### src/rtl/core/rhls_pkg.sv
// shared types and constants for the rgb to hsv lamp scaler
package rhls_pkg;

  localparam int unsigned CHAN_W      = 8;
  localparam int unsigned HUE_W       = 16;
  localparam int unsigned LVL_W       = 8;
  localparam int unsigned HDIV_W      = 11;  // holds 6 * chroma
  localparam int unsigned HUE_STEP    = 4;   // hue quotient bits per divider stage
  localparam int unsigned SAT_STEP    = 2;   // saturation quotient bits per divider stage
  localparam int unsigned DIV_STAGES  = HUE_W / HUE_STEP;
  localparam int unsigned FRONT_STAGES = 3;
  localparam int unsigned PIPE_LAT    = FRONT_STAGES + DIV_STAGES + 1;

  typedef struct packed {
    logic [CHAN_W-1:0] red_in;
    logic [CHAN_W-1:0] green_in;
    logic [CHAN_W-1:0] blue_in;
    logic [CHAN_W-1:0] alpha_in;
  } rhls_in_t;

  typedef struct packed {
    logic              light_on;
    logic [HUE_W-1:0]  hue_out;
    logic [LVL_W-1:0]  sat_out;
    logic [LVL_W-1:0]  bri_out;
  } rhls_out_t;

  // one beat inside the divider pipeline
  typedef struct packed {
    logic              light_on;
    logic              grey;
    logic [LVL_W-1:0]  bri;
    logic [HDIV_W-1:0] hrem;
    logic [HUE_W-1:0]  hacc;
    logic [HDIV_W-1:0] hdiv;
    logic [CHAN_W-1:0] srem;
    logic [LVL_W-1:0]  sacc;
    logic [CHAN_W-1:0] sdiv;
  } rhls_div_t;

endpackage

### src/rtl/core/rhls_front.sv
// front stages: max/min and sector, hue numerator, divider setup
module rhls_front (
  input  logic                clk,
  input  logic                rst_n,
  input  logic                in_vld,
  input  rhls_pkg::rhls_in_t  in_pix,
  output logic                out_vld,
  output rhls_pkg::rhls_div_t out_beat
);
  import rhls_pkg::*;

  typedef enum logic [1:0] {
    SECT_RED,
    SECT_GREEN,
    SECT_BLUE
  } sect_t;

  typedef struct packed {
    logic [CHAN_W-1:0] red;
    logic [CHAN_W-1:0] green;
    logic [CHAN_W-1:0] blue;
    logic [CHAN_W-1:0] hi;
    logic [CHAN_W-1:0] lo;
    sect_t             sect;
    logic              light_on;
    logic [LVL_W-1:0]  bri;
  } stg_a_t;

  typedef struct packed {
    logic [HDIV_W-1:0] num;
    logic [HDIV_W-1:0] div6;
    logic [CHAN_W-1:0] chroma;
    logic [CHAN_W-1:0] hi;
    logic              grey;
    logic              light_on;
    logic [LVL_W-1:0]  bri;
  } stg_b_t;

  logic      a_vld_r, b_vld_r, c_vld_r;
  stg_a_t    a_r, a_nxt;
  stg_b_t    b_r, b_nxt;
  rhls_div_t c_r, c_nxt;

  // stage a: extremes and winning channel, ties go to red then green
  always_comb begin
    logic [CHAN_W-1:0] rg_max, rg_min;
    rg_max = (in_pix.red_in >= in_pix.green_in) ? in_pix.red_in : in_pix.green_in;
    rg_min = (in_pix.red_in <= in_pix.green_in) ? in_pix.red_in : in_pix.green_in;
    a_nxt.red   = in_pix.red_in;
    a_nxt.green = in_pix.green_in;
    a_nxt.blue  = in_pix.blue_in;
    a_nxt.hi    = (rg_max >= in_pix.blue_in) ? rg_max : in_pix.blue_in;
    a_nxt.lo    = (rg_min <= in_pix.blue_in) ? rg_min : in_pix.blue_in;
    if (in_pix.red_in >= in_pix.green_in && in_pix.red_in >= in_pix.blue_in) begin
      a_nxt.sect = SECT_RED;
    end else if (in_pix.green_in >= in_pix.blue_in) begin
      a_nxt.sect = SECT_GREEN;
    end else begin
      a_nxt.sect = SECT_BLUE;
    end
    a_nxt.light_on = (in_pix.alpha_in != '0);
    // alpha*254/255 floors to alpha-1 for any nonzero alpha
    a_nxt.bri = (in_pix.alpha_in == '0) ? '0 : in_pix.alpha_in - LVL_W'(1);
  end

  // stage b: chroma and wrapped sector numerator in [0, 6c)
  always_comb begin
    logic [HDIV_W-1:0] c_w, r_w, g_w, b_w;
    c_w = HDIV_W'(a_r.hi - a_r.lo);
    r_w = HDIV_W'(a_r.red);
    g_w = HDIV_W'(a_r.green);
    b_w = HDIV_W'(a_r.blue);
    b_nxt.chroma   = a_r.hi - a_r.lo;
    b_nxt.div6     = (c_w << 2) + (c_w << 1);
    b_nxt.hi       = a_r.hi;
    b_nxt.grey     = (a_r.hi == a_r.lo);
    b_nxt.light_on = a_r.light_on;
    b_nxt.bri      = a_r.bri;
    case (a_r.sect)
      SECT_RED: begin
        if (a_r.green >= a_r.blue) begin
          b_nxt.num = g_w - b_w;
        end else begin
          b_nxt.num = (c_w << 2) + (c_w << 1) + g_w - b_w;
        end
      end
      SECT_GREEN: b_nxt.num = b_w + (c_w << 1) - r_w;
      SECT_BLUE:  b_nxt.num = r_w + (c_w << 2) - g_w;
      default:    b_nxt.num = '0;
    endcase
  end

  // stage c: dividends num*65535 and c*254 as shift-subtract, split for long division
  always_comb begin
    logic [HDIV_W+HUE_W-1:0] hdvd;
    logic [CHAN_W+LVL_W-1:0] sdvd;
    hdvd = ((HDIV_W+HUE_W)'(b_r.num) << HUE_W) - (HDIV_W+HUE_W)'(b_r.num);
    sdvd = ((CHAN_W+LVL_W)'(b_r.chroma) << LVL_W) - ((CHAN_W+LVL_W)'(b_r.chroma) << 1);
    c_nxt.light_on = b_r.light_on;
    c_nxt.grey     = b_r.grey;
    c_nxt.bri      = b_r.bri;
    c_nxt.hrem     = hdvd[HDIV_W+HUE_W-1:HUE_W];
    c_nxt.hacc     = hdvd[HUE_W-1:0];
    c_nxt.hdiv     = b_r.div6;
    c_nxt.srem     = sdvd[CHAN_W+LVL_W-1:LVL_W];
    c_nxt.sacc     = sdvd[LVL_W-1:0];
    c_nxt.sdiv     = b_r.hi;
  end

  always_ff @(posedge clk) begin
    if (!rst_n) begin
      a_vld_r <= 1'b0;
      b_vld_r <= 1'b0;
      c_vld_r <= 1'b0;
    end else begin
      a_vld_r <= in_vld;
      b_vld_r <= a_vld_r;
      c_vld_r <= b_vld_r;
    end
  end

  always_ff @(posedge clk) begin
    a_r <= a_nxt;
    b_r <= b_nxt;
    c_r <= c_nxt;
  end

  assign out_vld  = c_vld_r;
  assign out_beat = c_r;

endmodule

### src/rtl/core/rhls_div_stage.sv
// one restoring-divider stage: HUE_STEP hue and SAT_STEP saturation quotient bits
module rhls_div_stage (
  input  logic                clk,
  input  logic                rst_n,
  input  logic                in_vld,
  input  rhls_pkg::rhls_div_t in_beat,
  output logic                out_vld,
  output rhls_pkg::rhls_div_t out_beat
);
  import rhls_pkg::*;

  logic      vld_r;
  rhls_div_t beat_r, beat_nxt;

  always_comb begin
    logic [HDIV_W:0] htry;
    logic [CHAN_W:0] stry;
    beat_nxt = in_beat;
    // quotient bits shift in at the bottom as dividend bits leave the top
    for (int i = 0; i < HUE_STEP; i++) begin
      htry          = {beat_nxt.hrem, beat_nxt.hacc[HUE_W-1]};
      beat_nxt.hacc = {beat_nxt.hacc[HUE_W-2:0], 1'b0};
      if (htry >= {1'b0, beat_nxt.hdiv}) begin
        htry             = htry - {1'b0, beat_nxt.hdiv};
        beat_nxt.hacc[0] = 1'b1;
      end
      beat_nxt.hrem = htry[HDIV_W-1:0];
    end
    for (int j = 0; j < SAT_STEP; j++) begin
      stry          = {beat_nxt.srem, beat_nxt.sacc[LVL_W-1]};
      beat_nxt.sacc = {beat_nxt.sacc[LVL_W-2:0], 1'b0};
      if (stry >= {1'b0, beat_nxt.sdiv}) begin
        stry             = stry - {1'b0, beat_nxt.sdiv};
        beat_nxt.sacc[0] = 1'b1;
      end
      beat_nxt.srem = stry[CHAN_W-1:0];
    end
  end

  always_ff @(posedge clk) begin
    if (!rst_n) begin
      vld_r <= 1'b0;
    end else begin
      vld_r <= in_vld;
    end
  end

  always_ff @(posedge clk) begin
    beat_r <= beat_nxt;
  end

  assign out_vld  = vld_r;
  assign out_beat = beat_r;

endmodule

### src/rtl/core/rgb_to_hsv_lamp_scaler_top.sv
// top level of the rgb to hsv lamp scaler pipeline
//
// Converts one rgba pixel per beat into lamp settings: light_on, hue (full
// turn = 65535), saturation and brightness (0..254, brightness from alpha).
// Input: drive in_data and raise start; the beat is taken at a clock edge
// with start high and busy low. busy stays low, so a pixel can be given in
// every cycle.
// Output: out_valid is high for exactly one cycle with out_res; the result
// is taken at the edge that ends that cycle. The receiver cannot stall.
// Pipeline: a taken pixel passes three front stages, four divider stages
// and one output register. Throughput is one pixel per cycle; the depth
// is set by the hue long division, four quotient bits per stage.
// Reset (synchronous, rst_n low) clears all valid bits; beats in flight
// are dropped and no result appears until new pixels enter.
// Alpha zero gives an all-zero result; grey pixels give hue and sat zero.
module rgb_to_hsv_lamp_scaler_top (
  input  logic                clk,
  input  logic                rst_n,
  input  logic                start,
  output logic                busy,
  input  rhls_pkg::rhls_in_t  in_data,
  output logic                out_valid,
  output rhls_pkg::rhls_out_t out_res
);
  import rhls_pkg::*;

  logic      stg_vld [DIV_STAGES+1];
  rhls_div_t stg_beat [DIV_STAGES+1];

  logic      out_valid_r;
  rhls_out_t out_res_r, out_res_nxt;
  rhls_div_t last_beat;

  assign busy = 1'b0;

  rhls_front u_front (
    .clk      (clk),
    .rst_n    (rst_n),
    .in_vld   (start && !busy),
    .in_pix   (in_data),
    .out_vld  (stg_vld[0]),
    .out_beat (stg_beat[0])
  );

  for (genvar s = 0; s < DIV_STAGES; s++) begin : g_div
    rhls_div_stage u_div (
      .clk      (clk),
      .rst_n    (rst_n),
      .in_vld   (stg_vld[s]),
      .in_beat  (stg_beat[s]),
      .out_vld  (stg_vld[s+1]),
      .out_beat (stg_beat[s+1])
    );
  end

  assign last_beat = stg_beat[DIV_STAGES];

  // lamp off clears everything, grey clears hue and saturation
  always_comb begin
    out_res_nxt.light_on = last_beat.light_on;
    out_res_nxt.bri_out  = last_beat.light_on ? last_beat.bri : '0;
    if (!last_beat.light_on || last_beat.grey) begin
      out_res_nxt.hue_out = '0;
      out_res_nxt.sat_out = '0;
    end else begin
      out_res_nxt.hue_out = last_beat.hacc;
      out_res_nxt.sat_out = last_beat.sacc;
    end
  end

  always_ff @(posedge clk) begin
    if (!rst_n) begin
      out_valid_r <= 1'b0;
    end else begin
      out_valid_r <= stg_vld[DIV_STAGES];
    end
  end

  always_ff @(posedge clk) begin
    out_res_r <= out_res_nxt;
  end

  assign out_valid = out_valid_r;
  assign out_res   = out_res_r;

endmodule

### config.mk
export PLATFORM = sky130hd
export DESIGN_NAME = rgb_to_hsv_lamp_scaler_top
export DESIGN_NICKNAME = d
export VERILOG_FILES = /design/src/rtl/core/rhls_pkg.sv /design/src/rtl/core/rhls_front.sv /design/src/rtl/core/rhls_div_stage.sv /design/src/rtl/core/rgb_to_hsv_lamp_scaler_top.sv
export SDC_FILE = /design/constraint.sdc
export NUM_CORES = 1
export LEC_CHECK = 0
export BUFFER_PORTS_ARGS = -buffer_cell sky130_fd_sc_hd__buf_2
export CAP_MARGIN = 0
export CORE_MARGIN = 10
export CORE_UTILIZATION = 62
export CTS_CLUSTER_DIAMETER = 80
export DETAILED_ROUTE_END_ITERATION = 12
export GPL_ROUTABILITY_DRIVEN = 0
export PLACE_DENSITY = 0.8
export SLEW_MARGIN = 5
export SYNTH_ARGS = -nofsm -noshare
export SYNTH_HDL_FRONTEND = slang
export SYNTH_SLANG_ARGS = --single-unit
### constraint.sdc
create_clock -name clk -period 10.1 [get_ports clk]
set_input_delay 1.01 -clock clk [delete_from_list [all_inputs] [get_ports clk]]
set_output_delay 1.01 -clock clk [all_outputs]
set_load 0.005 [all_outputs]
==> run summary, run 1 <==
Status: completed
Reg2Reg Depth: 35
Multi-input combinational cell area: 0.0153 mm^2
Worst r2r src: g_div[0].u_div.out_beat[26]
IO Pins: 70
Hold path start: g_div[2].u_div.out_beat[38]
Avg WL per Cell: 16.7 um
Critical Path Slowest Stage Cell: dfxtp_1
Clk slew on worst S/H paths: 0.06 ns
WHS: 0.324 ns
Crit path kind: flop to flop
TritonCTS Buffers: 46
Storage cell area: 0.00897 mm^2
Worst reg2reg setup slack: 0.84 ns
Fin crit period: 9.26 ns
DR vias/cell: 5.73
Port Buf Inserts: 68
# fillers: 2963
Synth Flop Type: dfxtp_1
Clk sinks: 448
Initial DRC count: 1012
Fin util: 0.686
Final slew viol count: 0
TritonCTS clock tree: yes
Vias in the first global route: 18.9k
Post-synth EDFFs: 0
Avg Inst Size Synth: 9.77 um^2
Initial core utilization: 0.624
Initial antenna violation count: 0
DP HPWL: 42.1 mm
Hold Violations, Final: 0
Critical R2R Capture: g_div[1].u_div.out_beat[55]
Placed inst area: 0.0263 mm^2
Area grow syn2layout: 10.0%
Post-Syn Area: 0.0254 mm^2
Global-route wire length before repair: 89.9 mm
Die width: 222 um
CTS H-tree lvls: 2
CTS Buffer Depth: 3
Pre-CTS setup slack: 0.946 ns
Max capacitance violation total: 0
Die Ht: 222 um
Yosys reg bits: 448
Total Die Area: 0.0494 mm^2
Setup ws final: 0.838 ns
Core area: 0.0406 mm^2
Hold Path Class: flop to flop
Final setup vio count: 0
CP Data Required Time: 10.56 ns
Pin count of the biggest net entering global routing: 25
Max Fclk: 108 MHz
YS warnings: 0
WL final: 54.3 mm
DRC viols: 0
Grt total ovfl: 0
Worst Path Arrival: 9.72 ns
Fin crit share: 0.917
Seq/Total Area, Yosys: 0.354
CP peak stage delay: 0.50 ns
Critical path capture point type: flop
Clock Latency Late Sink: 0.58 ns
Gr usage total: 0.214
Startpoint Class: flop
Row cnt: 74
Post-CTS Setup Bufs: 0
Skew final: 0.0225 ns
Drt pass-1 iters: 5
Slew headroom: 0.256
Finished Cell Area: 0.0279 mm^2
Cell variety after synth: 91
Syn_nets: 2999
Hold path depth: 0
Layout cells sized above 1: 0.120
Async SR Flop Fraction: 0
Cell count after synthesis: 2595
Worst slew pin tran: 1.11 ns
Hold EP: g_div[3].u_div.out_beat[42]
Root Buffer: clkbuf_16
Final net count: 3096
ANT cells: 0
Critical path fanouts, max: 12
ANT nets after route: 0
DR vias: 18.7k
-- per-layer routing --
| layer | track usage | wire [um] | vias up |
|---|---|---|---|
| met5 | 0 | 0 | - |
| met1 | 0.264 | 24100 | 8781 |
| li1 | - | - | 9276 |
| met3 | 0.0314 | 2760 | 130 |
| met4 | 0.0869 | 1770 | 0 |
| met2 | 0.367 | 25700 | 492 |
-- worst max path at each step --
| stage | startpoint | endpoint | cells past startpoint |
|---|---|---|---|
| final | g_div[0].u_div.out_beat[26] | g_div[1].u_div.out_beat[55] | 35 |
| after global routing | g_div[0].u_div.out_beat[26] | g_div[1].u_div.out_beat[55] | 35 |
| after CTS | g_div[0].u_div.out_beat[26] | g_div[1].u_div.out_beat[55] | 37 |
| after detailed placement | g_div[0].u_div.out_beat[26] | g_div[1].u_div.out_beat[55] | 37 |
| after global placement | g_div[0].u_div.out_beat[26] | g_div[1].u_div.out_beat[56] | 35 |
| after floorplan | g_div[0].u_div.out_beat[26] | g_div[1].u_div.out_beat[56] | 38 |
-- registers in the layout, indices dropped and copies added (netlist names) --
| signal | flops |
|---|---|
| g_div.u_div.out_beat | 241 |
| u_front.out_beat | 69 |
| u_front.a_r | 51 |
| u_front.b_r | 46 |
| out_res | 33 |
| g_div.u_div.out_vld | 4 |
| out_valid | 1 |
| u_front.a_vld_r | 1 |
| u_front.b_vld_r | 1 |
| u_front.out_vld | 1 |
-- cell usage in the layout (no fill, tap or decap), drive strengths merged, types with 8 or more instances in the layout --
cell / instances
nor3: 39
dfxtp: 448
buf: 73
a21boi: 17
a21oi: 142
a211oi: 11
clkinv: 12
xnor2: 119
a31oi: 14
nand2: 117
nor4: 8
and3: 9
or3: 13
nand2b: 40
nor2: 155
ha: 321
o211ai: 8
o21bai: 16
fa: 48
nand3: 25
mux2: 156
o21ai: 142
o21a: 27
inv: 258
and2: 49
nor2b: 54
o31ai: 14
nand4: 36
mux2i: 40
xor2: 67
a21o: 76
o41ai: 9
clkbuf: 57
-- timing repair --
action / 4_1_cts / 5_1_grt
hold buffers: 0 / 0
gates resized for setup: 0 / 3
endpoints found under the setup margin: 0 / 10
-- area by class of cell --
type,count,area share
sequential,448,0.322
tap,532,0.0239
clock inverter,27,0.0124
multi-input combinational,1868,0.548
inverter,255,0.0344
clock buffer,57,0.0457
timing repair buffer,73,0.0136
-- through the flow --
step           TNS (ns)  instances
6_report              0       3260
3_3_place_gp          0       3176
4_1_cts               0       3260
3_5_place_dp          0       3176
2_1_floorplan         0       2595
5_1_grt        -0.00216       3260
-- cell families after synthesis --
| logic type | Yosys count | share of synthesized area |
|---|---|---|
| fa+ha+maj | 369 | 0.196 |
| flops | 448 | 0.354 |
| xor+xnor | 186 | 0.0643 |
| buf+inv | 279 | 0.0434 |
| simple gates | 581 | 0.117 |
| other cells | 1 | 0.000148 |
| compound gates | 535 | 0.138 |
| mux | 196 | 0.0864 |
-- cells in the mapped netlist, drive strengths merged, types with 4 or more instances --
library cell    n  area [um^2]
nor2          155          592
nor3           39          195
o31a            7         61.3
inv           255          960
or2             6         37.5
a221oi          6          105
nand4          36          225
ha            321         4020
o41ai           9         93.8
mux2          156         1790
or4             4         31.3
a211o           5         43.8
o21bai         16          120
nand3          25          125
o41a            4         45.0
o21ai         142          714
and3            9         56.3
fa             48          961
a31oi          14         87.6
nand3b          7         56.3
o211ai          8         60.1
or3            13         81.3
xnor2         119         1040
nor2b          54          338
a211oi         11          103
and2           49          307
buf            15          108
nand4b          6         52.6
nand2         117          439
xor2           67          587
o21a           27          203
o22ai           7         43.8
a21o           76          571
dfxtp         448         8970
mux2i          40          400
nand2b         40          253
clkbuf          9         33.8
nor4            8         65.1
a21oi         142          729
o31ai          14          115
a21boi         17          128
a31o            4         35.0
-- worst max-delay path: cells and delay by family (launching register included) --
| kind | cells | cell delay (ns) |
|---|---|---|
| muxes | 2 | 0.77 |
| buffers and inverters | 5 | 0.74 |
| and+or+nand+nor | 7 | 1.22 |
| DFF | 1 | 0.50 |
| AOI/OAI and AO/OA | 17 | 4.57 |
| adders and majority gates | 4 | 1.31 |
Power of run 1 is left out: the tool's default activity adds up to more than one toggle a clock period on the data nets, which glitch-free logic cannot reach.
==> run 2, diff against run 1 <==
Settings changed: SYNTH_HIERARCHICAL set to 1.
==> run 2 against run 1 <==
Hold slack lost 0.011 ns. Cell count grew 9.3%. Critical path depth is the same. Via count grew 12%. First-iteration DRC count grew 59%. Fmax shrank 0.60%. Register-to-register slack lost 0.06 ns. Global-route usage grew 1.5 points. Core utilization shrank 0.11 points. Synthesized area grew 7.1%. Routed wire length grew 15%. Critical endpoint is now g_div[0].u_div/out_beat[60].
==> run summary, run 2 <==
Post-CTS Setup Bufs: 0
CTS H-tree lvls: 2
Vias in the first global route: 20.9k
Worst slew pin tran: 1.12 ns
Avg Inst Size Synth: 9.51 um^2
Critical Path Slowest Stage Cell: a221oi_4
Row cnt: 76
CP Data Required Time: 10.56 ns
CP peak stage delay: 0.66 ns
TritonCTS clock tree: yes
Total Die Area: 0.0526 mm^2
Gr usage total: 0.229
Layout cells sized above 1: 0.126
Most frequent cells in the layout: dfxtp_1, ha_1, inv_1
IO Pins: 70
Status: completed
Worst Path Arrival: 9.78 ns
DR vias/cell: 5.86
Die width: 229 um
Most common cell after layout, fill and taps aside: dfxtp_1
YS warnings: 6
Clock Latency Late Sink: 0.59 ns
Critical path depth: 35
Critical path fanouts, max: 16
Die Ht: 229 um
Worst reg2reg setup slack: 0.78 ns
Hold Violations, Final: 0
Pin count of the biggest net entering global routing: 34
Worst setup path startpoint: u_front/out_beat[29]
DR vias: 20.9k
Post-Syn Area: 0.0272 mm^2
Grt total ovfl: 0
Max capacitance violation total: 0
Hold Buf Count CTS: 0
Final slew viol count: 0
WL final: 62.3 mm
RSZ-0062 raised after global routing: no
CP top delay family: compound AO/OA/AOI/OAI gates
Global-route wire length before repair: 102 mm
Post-CTS resize count: 0
Clk slew on worst S/H paths: 0.07 ns
DRC viols: 0
Final net count: 3359
Worst r2r src: u_front/out_beat[29]
Drt pass-1 iters: 5
Initial DRC count: 1608
Skew final: 0.0229 ns
Critical R2R Capture: g_div[0].u_div/out_beat[60]
Final setup vio count: 0
Area grow syn2layout: 8.91%
ANT nets after route: 0
Reg2Reg Depth: 35
TritonCTS Buffers: 46
Setup TNS: 0 ns
WP buf/inv: 3
CTS Buffer Depth: 3
Max reg flops: 250
Max Fclk: 107 MHz
Hold Path Class: flop to flop
Crit path kind: flop to flop
WHS: 0.313 ns
Clk sinks: 457
Fin crit period: 9.32 ns
DP HPWL: 48.4 mm
Critical path capture point type: flop
ANT cells: 0
Port Buf Inserts: 68
Avg WL per Cell: 17.5 um
Crit path capture: g_div[0].u_div/out_beat[60]
Core area: 0.0432 mm^2
Initial core utilization: 0.629
# fillers: 3226
Cell count after synthesis: 2855
Fin crit share: 0.923
Startpoint Class: flop
Root Buffer: clkbuf_16
Initial antenna violation count: 0
Slew headroom: 0.254
run 2: worst min-delay path by stage:
stage | startpoint | to | slack, ns | cells after the start
finish | g_div[1].u_div/out_beat[43] | g_div[2].u_div/out_beat[47] | 0.31 | 0
global route | u_front/out_beat[36] | g_div[0].u_div/out_beat[40] | 0.32 | 0
CTS | u_front/out_beat[41] | g_div[0].u_div/out_beat[45] | 0.31 | 0
detailed placement | u_front/out_beat[38] | g_div[0].u_div/out_beat[42] | 0.31 | 0
global placement | g_div[2].u_div/out_beat[41] | g_div[3].u_div/out_beat[45] | 0.31 | 0
floorplan | u_front/out_beat[10] | g_div[0].u_div/out_beat[12] | 0.31 | 0
run 2: cell type report:
type / count / area [um^2] / share of cell area
multi-input cells: 2061 / 16600 / 0.563
flip-flops and latches: 457 / 9150 / 0.309
clock buffers: 65 / 1350 / 0.0458
inverters: 302 / 1140 / 0.0385
well taps: 585 / 732 / 0.0248
repair buffers: 71 / 363 / 0.0123
clock inverters: 21 / 185 / 0.00626
run 2: layer usage:
layer,GRT usage,part of all wire,up-vias
met1,0.288,0.44,9923
met4,0.0912,0.034,0
li1,-,-,10100
met5,0,0,-
met2,0.389,0.47,648
met3,0.0347,0.052,146
run 2: through the flow:
stage / worst slack (ns) / cells / instance area, um^2 / util
after floorplan: 1.58 / 2856 / 27200 / -
after global placement: 1.30 / 3476 / 28000 / 0.649
after detailed placement: 0.938 / 3476 / 28000 / 0.649
after CTS: 0.894 / 3562 / 29600 / 0.685
after global routing: 0.133 / 3562 / 29600 / 0.685
final: 0.782 / 3562 / 29600 / 0.685
Power of run 2 is left out for the same reason.
==> run 3, diff against run 2 <==
Settings changed: CAP_MARGIN 0 to 20, CTS_BUF_LIST set to sky130_fd_sc_hd__clkbuf_2 sky130_fd_sc_hd__clkbuf_4 sky130_fd_sc_hd__clkbuf_8.
==> run 3 against run 2 <==
Flip-flop and latch count is the same. Via count grew 0.92%. Final area grew 0.64%.
==> run summary, run 3 (synthesized netlist as in run 2, its figures left out) <==
Status: completed
Clk sinks: 457
CP Data Required Time: 10.61 ns
Fin crit share: 0.927
Setup ws final: 0.733 ns
Final setup vio count: 0
DR vias/cell: 5.83
Avg WL per Cell: 17.2 um
Max capacitance violation total: 0
Startpoint Class: flop
DRC viols: 0
Critical Path Slowest Stage Cell: a221oi_4
Worst r2r src: u_front/out_beat[29]
Clock Latency Late Sink: 0.65 ns
Worst setup path startpoint: u_front/out_beat[29]
Max Fclk: 107 MHz
CTS H-tree lvls: 3
Pin count of the biggest net entering global routing: 34
Worst Path Arrival: 9.88 ns
Final net count: 3388
Setup TNS: 0 ns
Layout cells sized above 1: 0.142
DR vias: 21.1k
Total Die Area: 0.0526 mm^2
Vias in the first global route: 21.1k
Critical path capture point type: flop
Die Ht: 229 um
Post-CTS Setup Bufs: 0
Core area: 0.0432 mm^2
Area grow syn2layout: 9.61%
CP peak stage delay: 0.67 ns
Worst slew pin tran: 1.10 ns
Skew final: 0.0279 ns
Port Buf Inserts: 68
Hold Buf Count CTS: 0
Max reg flops: 250
DP HPWL: 48.4 mm
RSZ-0062 raised after global routing: no
Root Buffer: clkbuf_8
Hold Violations, Final: 0
Most common cell after layout, fill and taps aside: dfxtp_1
WHS: 0.315 ns
Pre-CTS setup slack: 0.938 ns
CTS Buffer Depth: 3
Critical path fanouts, max: 16
IO Pins: 70
Crit path kind: flop to flop
Hold path start: g_div[1].u_div/out_beat[44]
Initial antenna violation count: 1
Gr usage total: 0.229
Final slew viol count: 0
Initial DRC count: 1522
Worst reg2reg setup slack: 0.73 ns
TritonCTS clock tree: yes
Initial core utilization: 0.629
Drt pass-1 iters: 6
Most frequent cells in the layout: dfxtp_1, ha_1, inv_1
ANT nets after route: 0
Fin crit period: 9.37 ns
Slew headroom: 0.267
TritonCTS Buffers: 75
Post-CTS resize count: 0
Clk slew on worst S/H paths: 0.06 ns
Hold Path Class: flop to flop
Global-route wire length before repair: 101 mm
Fin util: 0.689
CP top delay family: compound AO/OA/AOI/OAI gates
WP buf/inv: 3
Row cnt: 76
WL final: 62.0 mm
Die width: 229 um
Grt total ovfl: 0
## run 3: cell count changes in the layout (fill, tap and decap cells not counted), moves of 6 or more
cell / change
clkbuf_16: -47
clkbuf_4: +13
clkbuf_8: +84
clkinv_2: +8
bufinv_16: +6
clkbuf_1: -7
## run 3: layer usage
metal  GRT usage  up-vias  wire length, um
met5           0        -                0
met4       0.108        0             2060
met3      0.0384      154             3810
met2       0.380      720            28900
met1       0.286     9962            27200
li1            -    10200                -
## run 3: path summary, 6_finish.rpt
check,depth (start not counted),end
min reg2reg,0,g_div[2].u_div/out_beat[48]
max,35,g_div[0].u_div/out_beat[60]
max reg2reg,35,g_div[0].u_div/out_beat[60]
min,0,g_div[2].u_div/out_beat[48]
## run 3: metrics by stage
step | instance area (um^2) | instances
2_1_floorplan | 27200 | 2856
3_3_place_gp | 28000 | 3476
3_5_place_dp | 28000 | 3476
4_1_cts | 29800 | 3611
5_1_grt | 29800 | 3612
6_report | 29800 | 3612
## run 3: area by class of cell
type	count	area [um^2]
Tap cell	585	732
Fill cell	3221	13400
Sequential cell	457	9150
Multi-Input combinational cell	2061	16600
Clock buffer	108	1410
Inverter	302	1140
Clock inverter	27	320
Timing Repair Buffer	71	363
Antenna cell	1	2.50
## run 3: worst reg2reg max path, delay by kind of cell (launching register included)
family | cells | cell delay [ns]
flip-flops | 1 | 0.32
buffers and inverters | 3 | 0.43
multiplexers | 3 | 1.00
adder cells (fa/ha/maj) | 4 | 1.54
AND/OR/NAND/NOR | 9 | 1.80
AO/OA/AOI/OAI | 16 | 4.16
Power of run 3 is left out for the same reason.
